===== src/sv/tmbp_pkg.sv =====
// shared types and constants for the tagged message byte parser
package tmbp_pkg;

  localparam int ByteW  = 8;
  localparam int WordW  = 32;
  localparam int AccW   = 24;
  localparam int KindW  = 4;
  localparam int CfgIdxW = 3;

  typedef enum logic [CfgIdxW-1:0] {
    CFG_INT_TAG         = 3'd0,
    CFG_FLOAT_TAG       = 3'd1,
    CFG_STRING_TAG      = 3'd2,
    CFG_OBJECT_TAG      = 3'd3,
    CFG_STRING_END_TAG  = 3'd4,
    CFG_MESSAGE_END_TAG = 3'd5
  } cfg_index_t;

  localparam logic [ByteW-1:0] IntTagReset        = 8'd1;
  localparam logic [ByteW-1:0] FloatTagReset      = 8'd2;
  localparam logic [ByteW-1:0] StringTagReset     = 8'd3;
  localparam logic [ByteW-1:0] ObjectTagReset     = 8'd4;
  localparam logic [ByteW-1:0] StringEndTagReset  = 8'd5;
  localparam logic [ByteW-1:0] MessageEndTagReset = 8'd6;

  typedef struct packed {
    logic [ByteW-1:0] int_tag;
    logic [ByteW-1:0] float_tag;
    logic [ByteW-1:0] string_tag;
    logic [ByteW-1:0] object_tag;
    logic [ByteW-1:0] string_end_tag;
    logic [ByteW-1:0] message_end_tag;
  } tags_t;

  typedef enum logic [KindW-1:0] {
    TOK_TARGET   = 4'd0,
    TOK_SEL_BYTE = 4'd1,
    TOK_SEL_END  = 4'd2,
    TOK_INT      = 4'd3,
    TOK_FLOAT    = 4'd4,
    TOK_STR_BYTE = 4'd5,
    TOK_STR_END  = 4'd6,
    TOK_OBJECT   = 4'd7,
    TOK_MSG_END  = 4'd8,
    TOK_ERROR    = 4'd9
  } token_kind_t;

  typedef enum logic [2:0] {
    ST_IDLE,
    ST_TARGET,
    ST_SEL_TAG,
    ST_SEL,
    ST_ARGS,
    ST_WORD,
    ST_STR
  } parse_state_t;

  typedef struct packed {
    logic        emit;
    token_kind_t kind;
    logic [WordW-1:0] value;
  } token_t;

endpackage


===== src/sv/tmbp_tag_regs.sv =====
// tag byte configuration registers
module tmbp_tag_regs (
  input  logic                          clk,
  input  logic                          rst,
  input  logic                          cfg_we,
  input  logic [tmbp_pkg::CfgIdxW-1:0]  cfg_index,
  input  logic [tmbp_pkg::ByteW-1:0]    cfg_data,
  output tmbp_pkg::tags_t               tags
);
  import tmbp_pkg::*;

  always_ff @(posedge clk) begin
    if (rst) begin
      tags.int_tag         <= IntTagReset;
      tags.float_tag       <= FloatTagReset;
      tags.string_tag      <= StringTagReset;
      tags.object_tag      <= ObjectTagReset;
      tags.string_end_tag  <= StringEndTagReset;
      tags.message_end_tag <= MessageEndTagReset;
    end else if (cfg_we) begin
      unique case (cfg_index)
        CFG_INT_TAG:         tags.int_tag         <= cfg_data;
        CFG_FLOAT_TAG:       tags.float_tag       <= cfg_data;
        CFG_STRING_TAG:      tags.string_tag      <= cfg_data;
        CFG_OBJECT_TAG:      tags.object_tag      <= cfg_data;
        CFG_STRING_END_TAG:  tags.string_end_tag  <= cfg_data;
        CFG_MESSAGE_END_TAG: tags.message_end_tag <= cfg_data;
        default: ;
      endcase
    end
  end

endmodule


===== src/sv/tmbp_parser.sv =====
// message parse state machine and word assembly
module tmbp_parser (
  input  logic                        clk,
  input  logic                        rst,
  input  logic                        step,
  input  logic [tmbp_pkg::ByteW-1:0]  data_byte,
  input  tmbp_pkg::tags_t             tags,
  output tmbp_pkg::token_t            token
);
  import tmbp_pkg::*;

  parse_state_t      state, state_next;
  logic [1:0]        pos, pos_next;
  logic [AccW-1:0]   acc, acc_next;
  token_kind_t       word_kind, word_kind_next;

  logic [WordW-1:0]  byte_ext;
  logic [WordW-1:0]  word_full;

  assign byte_ext  = {{(WordW-ByteW){1'b0}}, data_byte};
  assign word_full = {acc, data_byte};

  // next state, byte position and accumulator
  always_comb begin
    state_next     = state;
    pos_next       = pos;
    acc_next       = acc;
    word_kind_next = word_kind;
    unique case (state)
      ST_IDLE: begin
        if (data_byte == tags.object_tag) begin
          state_next = ST_TARGET;
          pos_next   = 2'd0;
          acc_next   = '0;
        end
      end
      ST_TARGET, ST_WORD: begin
        if (pos != 2'd3) begin
          acc_next = {acc[AccW-ByteW-1:0], data_byte};
          pos_next = pos + 2'd1;
        end else begin
          state_next = (state == ST_TARGET) ? ST_SEL_TAG : ST_ARGS;
        end
      end
      ST_SEL_TAG: begin
        state_next = (data_byte == tags.string_tag) ? ST_SEL : ST_IDLE;
      end
      ST_SEL, ST_STR: begin
        if (data_byte == tags.string_end_tag) state_next = ST_ARGS;
      end
      ST_ARGS: begin
        pos_next = 2'd0;
        acc_next = '0;
        if (data_byte == tags.int_tag) begin
          state_next     = ST_WORD;
          word_kind_next = TOK_INT;
        end else if (data_byte == tags.float_tag) begin
          state_next     = ST_WORD;
          word_kind_next = TOK_FLOAT;
        end else if (data_byte == tags.string_tag) begin
          state_next = ST_STR;
        end else if (data_byte == tags.object_tag) begin
          state_next     = ST_WORD;
          word_kind_next = TOK_OBJECT;
        end else begin
          state_next = ST_IDLE;
        end
      end
      default: state_next = ST_IDLE;
    endcase
  end

  // token for the current byte
  always_comb begin
    token.emit  = 1'b0;
    token.kind  = TOK_ERROR;
    token.value = '0;
    unique case (state)
      ST_IDLE: begin
        token.emit = (data_byte != tags.object_tag);
      end
      ST_TARGET, ST_WORD: begin
        token.emit  = (pos == 2'd3);
        token.kind  = (state == ST_TARGET) ? TOK_TARGET : word_kind;
        token.value = word_full;
      end
      ST_SEL_TAG: begin
        token.emit = (data_byte != tags.string_tag);
      end
      ST_SEL, ST_STR: begin
        token.emit = 1'b1;
        if (data_byte == tags.string_end_tag) begin
          token.kind = (state == ST_SEL) ? TOK_SEL_END : TOK_STR_END;
        end else begin
          token.kind  = (state == ST_SEL) ? TOK_SEL_BYTE : TOK_STR_BYTE;
          token.value = byte_ext;
        end
      end
      ST_ARGS: begin
        // type tags are silent, message end or anything else emits
        if (data_byte != tags.int_tag && data_byte != tags.float_tag &&
            data_byte != tags.string_tag && data_byte != tags.object_tag) begin
          token.emit = 1'b1;
          token.kind = (data_byte == tags.message_end_tag) ? TOK_MSG_END : TOK_ERROR;
        end
      end
      default: token.emit = 1'b1;
    endcase
  end

  always_ff @(posedge clk) begin
    if (rst) begin
      state     <= ST_IDLE;
      pos       <= 2'd0;
      acc       <= '0;
      word_kind <= TOK_INT;
    end else if (step) begin
      state     <= state_next;
      pos       <= pos_next;
      acc       <= acc_next;
      word_kind <= word_kind_next;
    end
  end

endmodule


===== src/sv/tagged_message_byte_parser_top.sv =====
// top level: input byte register, parser and output token register
//
// Bytes of a tagged message stream enter on the s_ channel, one word per
// byte; tokens leave on the m_ channel with the kind in m_tuser and the
// value in m_tdata. Tag bytes (object, selector string tag, argument type
// tags) and the first three bytes of each 4-byte word produce no token;
// every other byte produces exactly one.
// An accepted byte sits in the input register; the parse logic writes its
// token into the output register when the pipe advances, so the token is
// registered and is held there until the receiver takes it.
// Throughput is one byte per cycle while m_tready is high; the rate is set
// by the combinational tag compare and shift of the parse state machine.
// When the receiver stalls with a token held, both registers hold and
// s_tready drops once the input register is also full; a free output slot
// or a taken token lets the pipe advance in the same cycle.
// Tag values are written on the cfg_ port (index 0..5: int, float, string,
// object, string end, message end) and apply from the next parsed byte.
// Synchronous reset empties both registers, returns the parser to idle
// (waiting for the object tag) and restores the default tag values 1..6.
module tagged_message_byte_parser_top (
  input  logic                          clk,
  input  logic                          rst,
  input  logic                          s_tvalid,
  output logic                          s_tready,
  input  logic [tmbp_pkg::ByteW-1:0]    s_tdata,   // [7:0] data_byte
  output logic                          m_tvalid,
  input  logic                          m_tready,
  output logic [tmbp_pkg::WordW-1:0]    m_tdata,   // [31:0] token_value
  output logic [tmbp_pkg::KindW-1:0]    m_tuser,   // [3:0] token_kind
  input  logic                          cfg_we,
  input  logic [tmbp_pkg::CfgIdxW-1:0]  cfg_index,
  input  logic [tmbp_pkg::ByteW-1:0]    cfg_data
);
  import tmbp_pkg::*;

  tags_t             tags;
  token_t            token;
  logic              in_valid;
  logic [ByteW-1:0]  in_byte;
  logic              advance;
  logic              step;

  // the pipe moves whenever the output slot is free or being emptied
  assign advance  = !m_tvalid || m_tready;
  assign step     = in_valid && advance;
  assign s_tready = !in_valid || advance;

  tmbp_tag_regs u_tag_regs (
    .clk       (clk),
    .rst       (rst),
    .cfg_we    (cfg_we),
    .cfg_index (cfg_index),
    .cfg_data  (cfg_data),
    .tags      (tags)
  );

  tmbp_parser u_parser (
    .clk       (clk),
    .rst       (rst),
    .step      (step),
    .data_byte (in_byte),
    .tags      (tags),
    .token     (token)
  );

  always_ff @(posedge clk) begin
    if (rst) begin
      in_valid <= 1'b0;
    end else if (s_tready) begin
      in_valid <= s_tvalid;
    end
  end

  always_ff @(posedge clk) begin
    if (s_tready && s_tvalid) begin
      in_byte <= s_tdata;
    end
  end

  always_ff @(posedge clk) begin
    if (rst) begin
      m_tvalid <= 1'b0;
    end else if (advance) begin
      m_tvalid <= step && token.emit;
    end
  end

  always_ff @(posedge clk) begin
    if (step && token.emit) begin
      m_tdata <= token.value;
      m_tuser <= token.kind;
    end
  end

endmodule


===== config.mk =====
export PLATFORM = sky130hd
export DESIGN_NAME = tagged_message_byte_parser_top
export DESIGN_NICKNAME = d
export VERILOG_FILES = /design/src/sv/tmbp_pkg.sv /design/src/sv/tmbp_tag_regs.sv /design/src/sv/tmbp_parser.sv /design/src/sv/tagged_message_byte_parser_top.sv
export SDC_FILE = /design/constraint.sdc
export NUM_CORES = 1
export LEC_CHECK = 0
export BUFFER_PORTS_ARGS = -buffer_cell sky130_fd_sc_hd__buf_4
export CAP_MARGIN = 20
export CORE_UTILIZATION = 51
export CTS_BUF_LIST = sky130_fd_sc_hd__clkbuf_8
export DETAILED_ROUTE_END_ITERATION = 12
export PLACE_DENSITY = 0.71
export SYNTH_ARGS = -nofsm -noshare
export SYNTH_HDL_FRONTEND = slang
export SYNTH_SLANG_ARGS = --single-unit

===== constraint.sdc =====
create_clock -name clk -period 10 [get_ports clk]
set_input_delay 0 -clock clk [delete_from_list [all_inputs] [get_ports clk]]
set_output_delay 0 -clock clk [all_outputs]
set_load 0.01 [all_outputs]

==> out/results.tsv <==
stage	metric	value	unit
critical_path	crit_chain	xor2_1, nor4_1, a21oi_1, a21oi_4, mux2i_1, nor2_1	
clock_network	ctsResizeCount	0	
synthesis	syn_nets	555	
clock_network	max-clock-path-buffers	2	
critical_path	arrival	3.10	ns
route	route.detailed.drc	0	
critical_path	cp_max_fo	35	
floorplanning	die_height	104.8	µm
synthesis	ys_types	46	
outcome	status	completed	
route	routed_wl	11.95	mm
layout	syn_to_final_growth	21.74	%
critical_path	cp_slowest_cell	a21oi_4	
synthesis	synthFlopType	dfxtp_1	
floorplanning	die_w	104.8	µm
critical_path	path_class	reg2reg	
synthesis	synthMuxAreaShare	0.06132	
hold_path	min_from	cfg_we	
synthesis	synth_edf_count	44	
global_route	grtUsageTotal	0.2319	
route	drt-pass1-iter-count	5	
synthesis	syn_inst	530	
critical_path	end_kind	flop	
timing	period_minus_slack	2.806	ns
synthesis	netlist_area	0.005386	mm²
hold_path	min_path_type	in2reg	
synthesis	synth_top_family_by_area	simple AND/OR/NAND/NOR gates	
power_and_ir_drop	p_leak	2.416	nW
critical_path	regToRegStartpoint	in_byte[4]$_DFFE_PP_	
timing	setup_viol	0	
place	portBuffers	61	
global_route	grt_pass1_wl	19.33	mm
critical_path	critPathBufInv	0	
power_and_ir_drop	vdd_drop_max	0.0001080	V
global_route	grt_max_degree	71	
synthesis	yosysWarningCount	0	
clock_network	htreeDepth	4	
timing	fin_setup_tns	0	ns
timing	worstMarginPinSlew	1.162	ns
route	num_vias	4018	
layout	fillers	866	
place	place_congestion	0.8789	
route	route.antenna.remaining_nets	0	
timing	rsz0062_at_grt	no	
global_route	overflow	0	
floorplanning	rows	37	
global_route	grt_pass1_vias	3854	
synthesis	synthAdderAreaFrac	0.002323	
synthesis	avgSynthCellArea	10.16	µm²
synthesis	synthXorXnorAreaFrac	0.07967	
timing	hold_viol_final	0	
synthesis	synth_compound_area_frac	0.07805	
layout	nets	629	
global_route	antenna_found_initial	0	
route	vias_per_cell	5.336	
critical_path	critPathLaunch	in_byte[4]$_DFFE_PP_	
run	maxCapViolCount	0	
critical_path	crit_path_max_incr_delay	0.90	ns
critical_path	crit_family	compound AO/OA/AOI/OAI gates	
timing	finClkSkew	0.01077	ns
floorplanning	start_util	0.5241	
power_and_ir_drop	finalPower	1.114	mW
synthesis	synth-async-reset-ratio	0	
place	dp.cells	696	
critical_path	startpoint_type	flop	
floorplanning	core_area	0.01028	mm²
timing	maxSlewHeadroom	0.2224	
clock_network	cts_made_buffers	17	
timing	hold_ws	0.04530	ns
synthesis	seq_area_frac_synth	0.5463	
clock_network	cts_tree	done	
route	drt_iter0_markers	187	
timing	timing.final.crit_share	0.2806	
floorplanning	num_io_pins	62	
clock_network	cts_setup_buffers	0	
timing	fmax	0.3564	GHz
layout	stdcell_count	753	
synthesis	synthSimpleGateAreaFrac	0.1947	
place	dpl.hpwl	8.106	mm
layout	antennaDiodeCount	0	
clock_network	cts_hold_buf	23	
clock_network	clock_latency	0.44	ns
route	wire_per_inst	15.87	µm
layout	drive_above_1_share	0.1637	
timing	drv_slew	0	
synthesis	ys_ff_latch	125	
critical_path	critical_path_required	10.30	ns
clock_network	cts.sinks	125	
timing	setup_slack	7.194	ns
place	pre_cts_slack	6.846	ns
floorplanning	die-area	0.01098	mm²
clock_network	cts.clk_slew.worst_paths	0.07	ns
clock_network	cts_root_buf	clkbuf_8	
power_and_ir_drop	powerDensity	169.8	mW/mm²
worst reg2reg max path, stage by stage (launching register included):
cell      delay (ns)
edfxtp_1        0.58
xor2_1          0.21
nor4_1          0.40
a21oi_1         0.22
a21oi_4         0.90
mux2i_1         0.31
nor2_1          0.05
flip-flops by register name (all words and copies together) (netlist names):
name	count
u_tag_regs.tags	48
m_tdata	32
u_parser.acc	24
in_byte	8
m_tuser	4
u_parser.state	3
u_parser.pos	2
u_parser.word_kind	2
in_valid	1
m_tvalid	1
area by class of cell:
type / instances / area (µm²) / area share
clock buffer: 17 / 234.0 / 0.03568
clock inverter: 15 / 221.5 / 0.03377
inverter: 3 / 11.26 / 0.001717
multi-input combinational: 371 / 2255 / 0.3438
sequential: 125 / 2943 / 0.4488
tap: 136 / 170.2 / 0.02595
timing repair buffer: 86 / 723.2 / 0.1103
Yosys cell counts, drive strengths merged, types with 2 or more instances:
| master | n | area, µm² |
|---|---|---|
| nand4 | 5 | 31.28 |
| xor2 | 30 | 262.8 |
| nor2b | 7 | 43.79 |
| o21ai | 3 | 15.01 |
| nor3 | 3 | 15.01 |
| nor4 | 8 | 50.05 |
| xnor2 | 19 | 166.4 |
| o41ai | 2 | 25.03 |
| nand2 | 82 | 307.8 |
| clkbuf | 18 | 67.56 |
| a31oi | 2 | 12.51 |
| inv | 3 | 11.26 |
| dfxtp | 81 | 1622 |
| a311oi | 2 | 17.52 |
| o211ai | 2 | 15.01 |
| mux2i | 33 | 330.3 |
| nand3 | 18 | 90.09 |
| nand2b | 12 | 75.07 |
| and2 | 36 | 225.2 |
| nor2 | 45 | 171.4 |
| edfxtp | 44 | 1321 |
| buf | 13 | 123.9 |
| a21oi | 44 | 231.5 |
final timing paths:
kind                                                          to  slack, ns  depth (start not counted)
worst max-delay path               u_parser.acc[14]$_SDFFE_PP0P_       7.19                          6
worst min-delay path            u_tag_regs.tags[46]$_SDFFE_PP0P_       0.05                          5
worst max register to register     u_parser.acc[14]$_SDFFE_PP0P_       7.19                          6
worst min register to register      u_parser.acc[1]$_SDFFE_PP0P_       0.47                          2
layout by cell type (no fill, tap or decap), types with 2 or more instances in the layout:
| cell type | count |
|---|---|
| a21oi_1 | 43 |
| and2_1 | 36 |
| clkbuf_8 | 17 |
| o21ai_0 | 3 |
| nand2b_1 | 12 |
| nand2_1 | 82 |
| nor4_1 | 8 |
| xor2_1 | 30 |
| o211ai_1 | 2 |
| buf_4 | 61 |
| a31oi_1 | 2 |
| nor3_1 | 3 |
| clkinvlp_4 | 2 |
| clkinv_4 | 3 |
| bufinv_16 | 5 |
| dfxtp_1 | 81 |
| inv_6 | 2 |
| xnor2_1 | 19 |
| inv_1 | 5 |
| a311oi_1 | 2 |
| edfxtp_1 | 44 |
| nand4_1 | 5 |
| nor2_1 | 43 |
| nor2_2 | 2 |
| nor2b_1 | 7 |
| nand3_1 | 18 |
| dlygate4sd3_1 | 23 |
| mux2i_1 | 33 |
per-layer routing:
metal,share of wire,vias to the layer above,global-route usage
met5,0,-,0
met4,0.036,0,0.1268
met3,0.049,29,0.04741
met2,0.50,123,0.3964
met1,0.41,1908,0.2727
li1,-,1958,-
stage by stage:
stage,util,instance area (µm²)
6_report,0.6381,6558
5_1_grt,0.6381,6558
4_1_cts,0.6346,6523
3_5_place_dp,0.5679,5837
3_3_place_gp,0.5679,5837
2_1_floorplan,-,5386
report_power, final:
| part | internal, mW | leakage (nW) | switching (mW) | total, mW |
|---|---|---|---|---|
| sequential | 0.538 | 1.07 | 0.0116 | 0.549 |
| clock | 0.297 | 0.229 | 0.200 | 0.497 |
| combinational | 0.0325 | 1.12 | 0.0354 | 0.0678 |
kinds of logic after synthesis:
logic type / Yosys count
AOI/OAI and AO/OA: 67
xor gates and xnor gates: 49
adders and majority gates: 1
buffers and inverters: 34
DFF: 125
muxes: 33
and+or+nand+nor: 221
Power figures use the tool's default switching activity.
